$ cat config.mk
export PLATFORM = sky130hd
export DESIGN_NAME = pwm_timer_register_decoder
export DESIGN_NICKNAME = d
export VERILOG_FILES = /design/src/hw/rtl/pwm_trd_pkg.sv /design/src/hw/rtl/pwm_trd_decode.sv /design/src/hw/rtl/pwm_timer_register_decoder.sv
export VERILOG_INCLUDE_DIRS = /design/src /design/src/hw/rtl
export SDC_FILE = /design/constraint.sdc
export NUM_CORES = 1
export LEC_CHECK = 0
export ABC_AREA = 1
export BUFFER_PORTS_ARGS = -buffer_cell sky130_fd_sc_hd__buf_2
export CORE_ASPECT_RATIO = 2
export CORE_UTILIZATION = 57
export CTS_CLUSTER_DIAMETER = 100
export CTS_CLUSTER_SIZE = 24
export DETAILED_ROUTE_END_ITERATION = 8
export GPL_ROUTABILITY_DRIVEN = 1
export PLACE_DENSITY = 0.86
export SETUP_SLACK_MARGIN = 0.1
export SYNTH_ARGS = -nofsm -noshare
export SYNTH_HDL_FRONTEND = slang
export SYNTH_SLANG_ARGS = --single-unit
$ cat constraint.sdc
create_clock -name clk -period 6.7 [get_ports clk]
set_input_delay 0.335 -clock clk [delete_from_list [all_inputs] [get_ports clk]]
set_output_delay 0.335 -clock clk [all_outputs]
set_load 0.01 [all_outputs]
$ cat src/hw/rtl/pwm_timer_register_decoder_defines.svh
// Assertion macros shared by the PWM timer register decoder RTL.
// Each macro expects clk and arst_n to be visible where it is used.
`ifndef PWM_TIMER_REGISTER_DECODER_DEFINES_SVH
`define PWM_TIMER_REGISTER_DECODER_DEFINES_SVH

// Same-cycle implication, checked out of reset.
`define PTRD_ASSERT_NOW(label, ante, cons, msg) \
	label: assert property (@(posedge clk) disable iff (!arst_n) (ante) |-> (cons)) \
		else $error(msg);

// Next-cycle implication, checked out of reset.
`define PTRD_ASSERT_NEXT(label, ante, cons, msg) \
	label: assert property (@(posedge clk) disable iff (!arst_n) (ante) |=> (cons)) \
		else $error(msg);

`endif

$ cat src/hw/rtl/pwm_trd_pkg.sv
// Package for the PWM timer register decoder: word types, field codes and
// prescaler tables. No dependencies.
`default_nettype none

package pwm_trd_pkg;

	// Waveform class codes.
	localparam logic [1:0] KIND_OTHER     = 2'd0;
	localparam logic [1:0] KIND_FAST      = 2'd1;
	localparam logic [1:0] KIND_PHASE     = 2'd2;
	localparam logic [1:0] KIND_PHASE_FRQ = 2'd3;

	// Output polarity codes.
	localparam logic [1:0] POL_OFF      = 2'd0;
	localparam logic [1:0] POL_NONINV   = 2'd1;
	localparam logic [1:0] POL_INV      = 2'd2;
	localparam logic [1:0] POL_RESERVED = 2'd3;

	// Timer numbers.
	localparam logic [1:0] TIMER_0 = 2'd0;
	localparam logic [1:0] TIMER_1 = 2'd1;
	localparam logic [1:0] TIMER_2 = 2'd2;

	// Compare channels.
	localparam logic CH_A = 1'b0;
	localparam logic CH_B = 1'b1;

	// Fixed counter tops of the 16-bit timer and the 8-bit timers.
	localparam logic [15:0] TOP_8BIT  = 16'h00ff;
	localparam logic [15:0] TOP_9BIT  = 16'h01ff;
	localparam logic [15:0] TOP_10BIT = 16'h03ff;

	// One snapshot word.
	typedef struct packed {
		logic [3:0]  pin;
		logic [7:0]  control_a;
		logic [7:0]  control_b;
		logic [15:0] compare_a;
		logic [15:0] compare_b;
		logic [15:0] count_now;
		logic [15:0] capture_reg;
	} snap_word_t;

	// One decoded description word.
	typedef struct packed {
		logic [1:0]  timer_number;
		logic        channel;
		logic [1:0]  waveform_kind;
		logic [10:0] prescale;
		logic [15:0] top_value;
		logic [15:0] compare_value;
		logic [15:0] counter_value;
		logic [1:0]  polarity;
		logic        snapshot_valid;
	} desc_word_t;

	// Prescaler of timers 0 and 1; the unused selects give 0.
	function automatic logic [10:0] presc_t01(input logic [2:0] cs);
		logic [10:0] p;
		case (cs)
			3'd1: p = 11'd1;
			3'd2: p = 11'd8;
			3'd3: p = 11'd64;
			3'd4: p = 11'd256;
			3'd5: p = 11'd1024;
			default: p = 11'd0;
		endcase
		return p;
	endfunction

	// Prescaler of timer 2.
	function automatic logic [10:0] presc_t2(input logic [2:0] cs);
		logic [10:0] p;
		case (cs)
			3'd1: p = 11'd1;
			3'd2: p = 11'd8;
			3'd3: p = 11'd32;
			3'd4: p = 11'd64;
			3'd5: p = 11'd128;
			3'd6: p = 11'd256;
			3'd7: p = 11'd1024;
			default: p = 11'd0;
		endcase
		return p;
	endfunction

endpackage

`default_nettype wire

$ cat src/hw/rtl/pwm_trd_decode.sv
// Combinational decode of one timer register snapshot into a description.
// Depends on pwm_trd_pkg.
`default_nettype none

module pwm_trd_decode import pwm_trd_pkg::*; (
	input  snap_word_t snap,
	output desc_word_t desc
);

	always_comb begin
		logic       is_t0;
		logic       is_t1;
		logic [2:0] wf8;
		logic [3:0] wf16;
		logic [1:0] code;
		logic [1:0] kind;
		logic [10:0] presc;
		logic [15:0] top;
		logic [15:0] cmp;
		logic [1:0] pol;
		logic       ch;
		logic [1:0] tnum;

		// Pin to timer and channel.
		is_t0 = (snap.pin == 4'd5) || (snap.pin == 4'd6);
		is_t1 = (snap.pin == 4'd9) || (snap.pin == 4'd10);
		if (is_t0) begin
			tnum = TIMER_0;
			ch   = (snap.pin == 4'd6) ? CH_A : CH_B;
		end else if (is_t1) begin
			tnum = TIMER_1;
			ch   = (snap.pin == 4'd9) ? CH_A : CH_B;
		end else begin
			tnum = TIMER_2;
			ch   = (snap.pin == 4'd11) ? CH_A : CH_B;
		end

		// Waveform generation bits of both timer layouts.
		wf8  = {snap.control_b[3], snap.control_a[1:0]};
		wf16 = {snap.control_b[4:3], snap.control_a[1:0]};

		// Mode, top and prescaler per timer.
		if (is_t1) begin
			presc = presc_t01(snap.control_b[2:0]);
			case (wf16) inside
				4'd5, 4'd6, 4'd7, 4'd14, 4'd15: kind = KIND_FAST;
				4'd1, 4'd2, 4'd3, 4'd10, 4'd11: kind = KIND_PHASE;
				4'd8, 4'd9:                     kind = KIND_PHASE_FRQ;
				default:                        kind = KIND_OTHER;
			endcase
			case (wf16) inside
				4'd1, 4'd5:         top = TOP_8BIT;
				4'd2, 4'd6:         top = TOP_9BIT;
				4'd3, 4'd7:         top = TOP_10BIT;
				4'd8, 4'd10, 4'd14: top = snap.capture_reg;
				4'd9, 4'd11, 4'd15: top = snap.compare_a;
				default:            top = 16'd0;
			endcase
		end else begin
			presc = is_t0 ? presc_t01(snap.control_b[2:0]) : presc_t2(snap.control_b[2:0]);
			case (wf8) inside
				3'd3, 3'd7: kind = KIND_FAST;
				3'd1, 3'd5: kind = KIND_PHASE;
				default:    kind = KIND_OTHER;
			endcase
			case (wf8) inside
				3'd5, 3'd7: top = snap.compare_a;
				default:    top = TOP_8BIT;
			endcase
		end

		// Selected compare register and its output mode.
		cmp  = (ch == CH_A) ? snap.compare_a : snap.compare_b;
		code = (ch == CH_A) ? snap.control_a[7:6] : snap.control_a[5:4];
		case (code)
			2'd0:    pol = POL_OFF;
			2'd2:    pol = POL_NONINV;
			2'd3:    pol = POL_INV;
			default: pol = POL_RESERVED;
		endcase

		desc.timer_number   = tnum;
		desc.channel        = ch;
		desc.waveform_kind  = kind;
		desc.prescale       = presc;
		desc.top_value      = top;
		desc.compare_value  = cmp;
		desc.counter_value  = snap.count_now;
		desc.polarity       = pol;
		desc.snapshot_valid = (kind != KIND_OTHER) && (pol != POL_RESERVED) &&
			(presc != 11'd0) && (top != 16'd0) && (cmp <= top) && (snap.count_now <= top);
	end

endmodule

`default_nettype wire

$ cat src/hw/rtl/pwm_timer_register_decoder.sv
// Top level of the PWM timer register decoder: input register, decode, result
// register. Depends on pwm_trd_pkg, pwm_trd_decode and the assertion header.
//
//  Channel   Valid        Ready        Word
//  input     snap_valid   snap_ready   snap (snap_word_t)
//  output    desc_valid   desc_ready   desc (desc_word_t)
//
// A word is registered on acceptance and decoded from the input register; the
// result register takes the decoded word whenever it is free or being emptied,
// so one word can pass per cycle while desc_ready does not hold the result back.
// Both pipeline registers move whenever the result register is free or being
// emptied; snap_ready falls only when both stages hold a word and desc_ready is low.
// Reset empties both stages; there is no other state.
`default_nettype none

`include "pwm_timer_register_decoder_defines.svh"

module pwm_timer_register_decoder import pwm_trd_pkg::*; (
	input  logic       clk,
	input  logic       arst_n,
	input  logic       snap_valid,
	output logic       snap_ready,
	input  snap_word_t snap,
	output logic       desc_valid,
	input  logic       desc_ready,
	output desc_word_t desc
);

	snap_word_t snap_s1;
	logic       valid_s1;
	desc_word_t desc_s2;
	logic       valid_s2;
	desc_word_t desc_comb;
	logic       load_s2;
	logic       load_s1;

	// Stage advance: the result register takes a word when free or emptied.
	assign load_s2    = !valid_s2 || desc_ready;
	assign load_s1    = !valid_s1 || load_s2;
	assign snap_ready = load_s1;

	// Input register.
	always_ff @(posedge clk or negedge arst_n) begin
		if (!arst_n) begin
			valid_s1 <= 1'b0;
		end else if (load_s1) begin
			valid_s1 <= snap_valid;
		end
	end

	always_ff @(posedge clk) begin
		if (load_s1 && snap_valid) begin
			snap_s1 <= snap;
		end
	end

	// Decode of the registered snapshot.
	pwm_trd_decode u_decode (
		.snap (snap_s1),
		.desc (desc_comb)
	);

	// Result register.
	always_ff @(posedge clk or negedge arst_n) begin
		if (!arst_n) begin
			valid_s2 <= 1'b0;
		end else if (load_s2) begin
			valid_s2 <= valid_s1;
		end
	end

	always_ff @(posedge clk) begin
		if (load_s2 && valid_s1) begin
			desc_s2 <= desc_comb;
		end
	end

	assign desc_valid = valid_s2;
	assign desc       = desc_s2;

	// An empty input stage must always take a word.
	`PTRD_ASSERT_NOW(a_empty_s1_ready, !valid_s1, snap_ready, "input stage empty but not ready")
	// A word in the input stage that cannot advance stays put.
	`PTRD_ASSERT_NEXT(a_s1_holds, valid_s1 && !load_s2, valid_s1, "input stage word lost")
	// A new result only appears after a word sat in the input stage.
	`PTRD_ASSERT_NOW(a_result_source, $rose(desc_valid), $past(valid_s1), "result without source word")
	// A valid snapshot has a real mode, polarity and clock.
	`PTRD_ASSERT_NOW(a_valid_sane, desc_valid && desc.snapshot_valid,
		desc.waveform_kind != KIND_OTHER && desc.polarity != POL_RESERVED &&
		desc.prescale != 11'd0, "snapshot flagged valid with bad fields")
	// Timer number is never the unused code.
	`PTRD_ASSERT_NOW(a_timer_range, desc_valid, desc.timer_number != 2'd3, "bad timer number")

endmodule

`default_nettype wire

* Word level (Yosys, flattened, before mapping)
Index checks and enable logic that the tools add are counted.
Storage, ports and cells: register bits after elaboration 150, bits of input ports 88, output and inout port bits 69, word-level logic and storage cells 105
Cells by class: order comparisons 2, equality and inequality tests 31, mux-type cells 26, reduce and logical (&&, ||, !) cells 28
Operators with widths (number):
- $mux W16 | 8
- $pmux W11 S7 | 1
- $pmux W11 S5 | 1
- $eq A4 B4 Y1 const B | 9
- $le A16 B16 Y1 | 2
- $mux W11 | 2
- $eq A4 B3 Y1 const B | 5
- $eq A3 B3 Y1 const B | 6
- $mux W2 | 8
- $reduce_bool A16 Y1 | 1
- $reduce_or A2 Y1 | 7
- $reduce_bool A11 Y1 | 1
- $reduce_or A5 Y1 | 2
- $eq A3 B2 Y1 const B | 3
- $eq A4 B2 Y1 const B | 2
- $logic_and A1 B1 Y1 | 7
- $eq A3 B1 Y1 const B | 2
- $pmux W2 S3 | 1
- $reduce_or A3 Y1 | 2
- $mux W1 | 5
- $eq A2 B2 Y1 const B | 2
- $eq A4 B1 Y1 const B | 1
- $logic_or A1 B1 Y1 | 4
- $logic_not A1 Y1 | 2
- 3 further kinds | 3

* Logic depth before layout (Yosys ltp)
depth in word-level cells 13, gate-level depth with buffers 20, gate-level depth less buffers 19

* Cells and area by module
A second synthesis with hierarchy kept.
Unflattened totals: cells, all modules 572, area, all modules 6874.1 sq um
By module, submodules not included:
- pwm_timer_register_decoder | times used 1, cells each 163, area each 4629.4 sq um, seq. area each 4584.4 sq um
- pwm_trd_decode | times used 1, cells each 409, area each 2244.7 sq um, seq. area each 0.0 sq um

* Worst setup path after synthesis
OpenSTA, ideal clock, no wires.
path kind reg-to-reg, start point register valid_s2 (netlist: desc_valid), end point register desc_s2 (netlist bit desc[0]) (enable), library setup time 505 ps, arrival 3532 ps, required time 6195 ps, path slack 2663 ps, cell stages (with the launch flop) 2, path buffers 0, clock period less this slack 4037 ps, cells stage by stage dfrtp_1 a21oi_1
On the way: longest elaborated chain between the ends 3
Ends and longest elaborated chain:
- start: declaration | line pwm_timer_register_decoder.sv:32 | logic valid_s2;
- start signal: assignment | line pwm_timer_register_decoder.sv:68 | valid_s2 <= valid_s1;
- $logic_not A1 Y1 | line pwm_timer_register_decoder.sv:38 | assign load_s2 = !valid_s2 || desc_ready;
- $logic_or A1 B1 Y1 | line pwm_timer_register_decoder.sv:38
- $logic_and A1 B1 Y1 | line pwm_timer_register_decoder.sv:73 | if (load_s2 && valid_s1) begin
- end signal: assignment | line pwm_timer_register_decoder.sv:74 | desc_s2 <= desc_comb;
- end: declaration | line pwm_timer_register_decoder.sv:31 | desc_word_t desc_s2;
Every way passes these cells. A chain may end at the register's enable or synchronous reset.

==> flow_metrics.env <==
export IMPL_status="completed"
export IMPL_power_mw=2.44
export IMPL_dieArea_um2=11600
export IMPL_dr_pass1_iters=4
export IMPL_cts_tree="done"
export IMPL_setup_violations=0
export IMPL_io_pins=157
export IMPL_grt_max_degree=80
export IMPL_netlist_instances=523
export IMPL_crit_path_end_kind="register"
export IMPL_die_w_um=76.7
export IMPL_cellPowerDensity_nw_per_um2=311
export IMPL_cp_start_kind="register"
export IMPL_fin_hold_ws_ns=0.0972
export IMPL_fin_crit_sh_pct=45.1
export IMPL_clock_sinks=144
export IMPL_fp_dieH_um=151
export IMPL_synthFlopType="edfxtp_1"
export IMPL_vias_per_cell=5.23
export IMPL_ant_nets=0
export IMPL_numPortBuffers=147
export IMPL_antenna_found_initial=0
export IMPL_min_period_ns=3.02
export IMPL_initial_core_util_pct=58.4
export IMPL_maxCapViolCount=0
export IMPL_cts_resized=0
export IMPL_ys_ff_latch=144
export IMPL_hp_class="in2reg"
export IMPL_final_hold_violation_count=0
export IMPL_cts_root_buffer="clkbuf_16"
export IMPL_cts_buffers=17
export IMPL_gp_congestion=0.883
export IMPL_vias=4359
export IMPL_required_ns=6.87
export IMPL_fmax_mhz=331
export IMPL_syn_cell_area_um2=6350
export IMPL_path_clk_slew_ns=0.06
export IMPL_rsz0062_at_grt="no"
export IMPL_grt_usage_pct=23.7
export IMPL_synthToLayoutAreaGrowth_pct=23.4
export IMPL_htreeDepth=4
export IMPL_cp_data_arrival_time_ns=3.19
export IMPL_overflow=0
export IMPL_drt_wl_total_um=13300
export IMPL_avgRoutedWirePerCell_um=16.0
export IMPL_async_reset_ff_share_pct=1.39
export IMPL_drive_above_1_share_pct=30.2
export IMPL_setup_worst_path_class="reg2reg"
export IMPL_coreArea_um2=10900
export IMPL_leakagePower_nw=3.43
export IMPL_ys_types=29
export IMPL_avgSynthCellArea_um2=12.2
export IMPL_post_place_ws_ns=3.73
export IMPL_fin_skew_ns=0.00540
export IMPL_irDropWorstVdd_uv=277
export IMPL_crit_reg2reg_launch="snap_s1[82]"
export IMPL_cp_max_fo=28
export IMPL_clock_latency_ns=0.41
export IMPL_drc_errors=0
export IMPL_dpl_cell_area_um2=7190
export IMPL_tightest_slew_ns=0.955
export IMPL_fin_nets=801
export IMPL_slew_headroom_pct=36.3
export IMPL_hp_start="snap[59]"
export IMPL_synth_edff_count=142
export IMPL_yosysWarningCount=0
export IMPL_rows=54
export IMPL_grt_pass1_wl_um=20400
export IMPL_startpoint="snap_s1[82]"
export IMPL_cts_root_to_sink_buffers=2
export IMPL_final_cell_area_um2=7840
export IMPL_worst_slack_ns=3.68
export IMPL_seq_area_frac_synth_pct=67.9
export IMPL_dpl_hpwl_um=9540
export IMPL_drv_slew=0
export IMPL_fin_setup_tns_ns=0
export IMPL_dr_first_iter_drc_count=171
export IMPL_grt_pass1_vias=4333
flip-flops by register name, summed over array words and instances (netlist names):
| register | count |
|---|---|
| snap_s1 | 79 |
| desc_valid | 1 |
| desc | 63 |
| valid_s1 | 1 |
logic make-up after synthesis:
kind of cell	synth area share [%]
fa+ha+maj	6.50
other cells	0.0590
simple gates	14.2
buf+inv	5.45
compound gates	5.73
flops	67.9
mux	0.158
stage by stage:
stage,std cells,utilization (%)
final,834,72.1
after detailed placement,800,66.1
after CTS,833,72.1
after global routing,833,72.1
after floorplan,526,-
after global placement,800,66.1
cell usage in the layout, fill, tap and decap left out:
| master | synthesis | final |
|---|---|---|
| buf_2 | 1 | 147 |
| edfxtp_1 | 142 | 142 |
| nand2_1 | 109 | 109 |
| inv_1 | 54 | 53 |
| nand3_1 | 47 | 47 |
| ha_1 | 33 | 33 |
| nor2_1 | 28 | 28 |
| a21oi_1 | 23 | 22 |
| o21ai_0 | 20 | 20 |
| clkbuf_16 | 0 | 17 |
| inv_2 | 7 | 8 |
| nand2_2 | 8 | 8 |
| o21ai_1 | 8 | 8 |
| a21oi_2 | 7 | 7 |
| bufinv_16 | 0 | 5 |
| conb_1 | 1 | 4 |
| nor3_1 | 3 | 3 |
| nand4_1 | 3 | 3 |
| clkinvlp_4 | 0 | 3 |
| clkbuf_1 | 3 | 3 |
| nor2_4 | 2 | 2 |
| a21oi_4 | 1 | 2 |
| nand2_4 | 2 | 2 |
| nor4_1 | 2 | 2 |
| o21a_1 | 2 | 2 |
| inv_6 | 0 | 2 |
| clkinv_4 | 0 | 2 |
| dfrtp_1 | 2 | 2 |
| buf_4 | 6 | 2 |
| diode_2 | 0 | 1 |
| o21ai_2 | 1 | 1 |
| mux2i_1 | 1 | 1 |
| nand4_2 | 1 | 1 |
| o21bai_1 | 1 | 1 |
| dlygate4sd3_1 | 0 | 1 |
Yosys cell counts (2+ instances only):
library cell	instances	area [um^2]
o21a_1	2	15.0
buf_6	5	56.3
inv_1	54	203
nand2_2	8	50.1
nand3_1	47	235
nor2_1	28	105
buf_4	6	45.0
edfxtp_1	142	4260
dfrtp_1	2	50.1
o21ai_0	20	100
nor4_1	2	12.5
clkbuf_1	3	11.3
nor2_4	2	22.5
nand2_1	109	409
a21oi_1	23	115
nand2_4	2	22.5
o21ai_1	8	40.0
ha_1	33	413
a21oi_2	7	61.3
nor3_1	3	15.0
inv_2	7	26.3
nand4_1	3	18.8
per-layer routing:
layer	vias up	part of all wire, %	global-route usage (%)
met4	0	2.8	12.3
met1	2012	36	24.1
met3	29	4.3	4.64
met2	189	57	45.1
li1	2129	-	-
met5	-	0	0
path summary, 6_finish.rpt:
check | endpoint | slack [ns] | cells past startpoint
min in group asynchronous | desc_valid | 0.26 | 2
setup reg to reg | desc[0] | 3.68 | 14
hold reg to reg | desc[8] | 0.46 | 0
hold / removal | snap_s1[59] | 0.1 | 1
max in group asynchronous | valid_s1 | 6.35 | 2
setup / recovery | desc[0] | 3.68 | 14
critical path: stages (launching register included):
cell and delay, ns:
edfxtp_1 0.35, inv_1 0.08, nand2_2 0.10, o21ai_2 0.42
inv_2 0.32, nand2_1 0.14, o21ai_0 0.16, ha_1 0.33
nand2_1 0.08, nor4_1 0.46, nand2_1 0.10, nand2_1 0.07
nand2_1 0.05, nand3_1 0.07, nor2_1 0.05
layout make-up:
| class | count | area, um^2 |
|---|---|---|
| antenna | 1 | 2.50 |
| timing repair buffer | 150 | 761 |
| inverter | 61 | 229 |
| clock inverter | 12 | 208 |
| clock buffer | 20 | 437 |
| sequential | 144 | 4310 |
| multi-input combinational | 306 | 1720 |
| tap | 140 | 175 |
| fill | 750 | 3040 |
power by group:
| part | internal [mW] | switching [mW] |
|---|---|---|
| Sequential | 1.09 | 0.0324 |
| Combinational | 0.101 | 0.191 |
| Clock | 0.664 | 0.355 |
| Total | 1.86 | 0.578 |
repair_timing:
item                                   CTS  global route
endpoints found under the hold margin    2             0
hold buffers                             1             0
buffers inserted                         0             0
(Power assumes the default switching activity.)
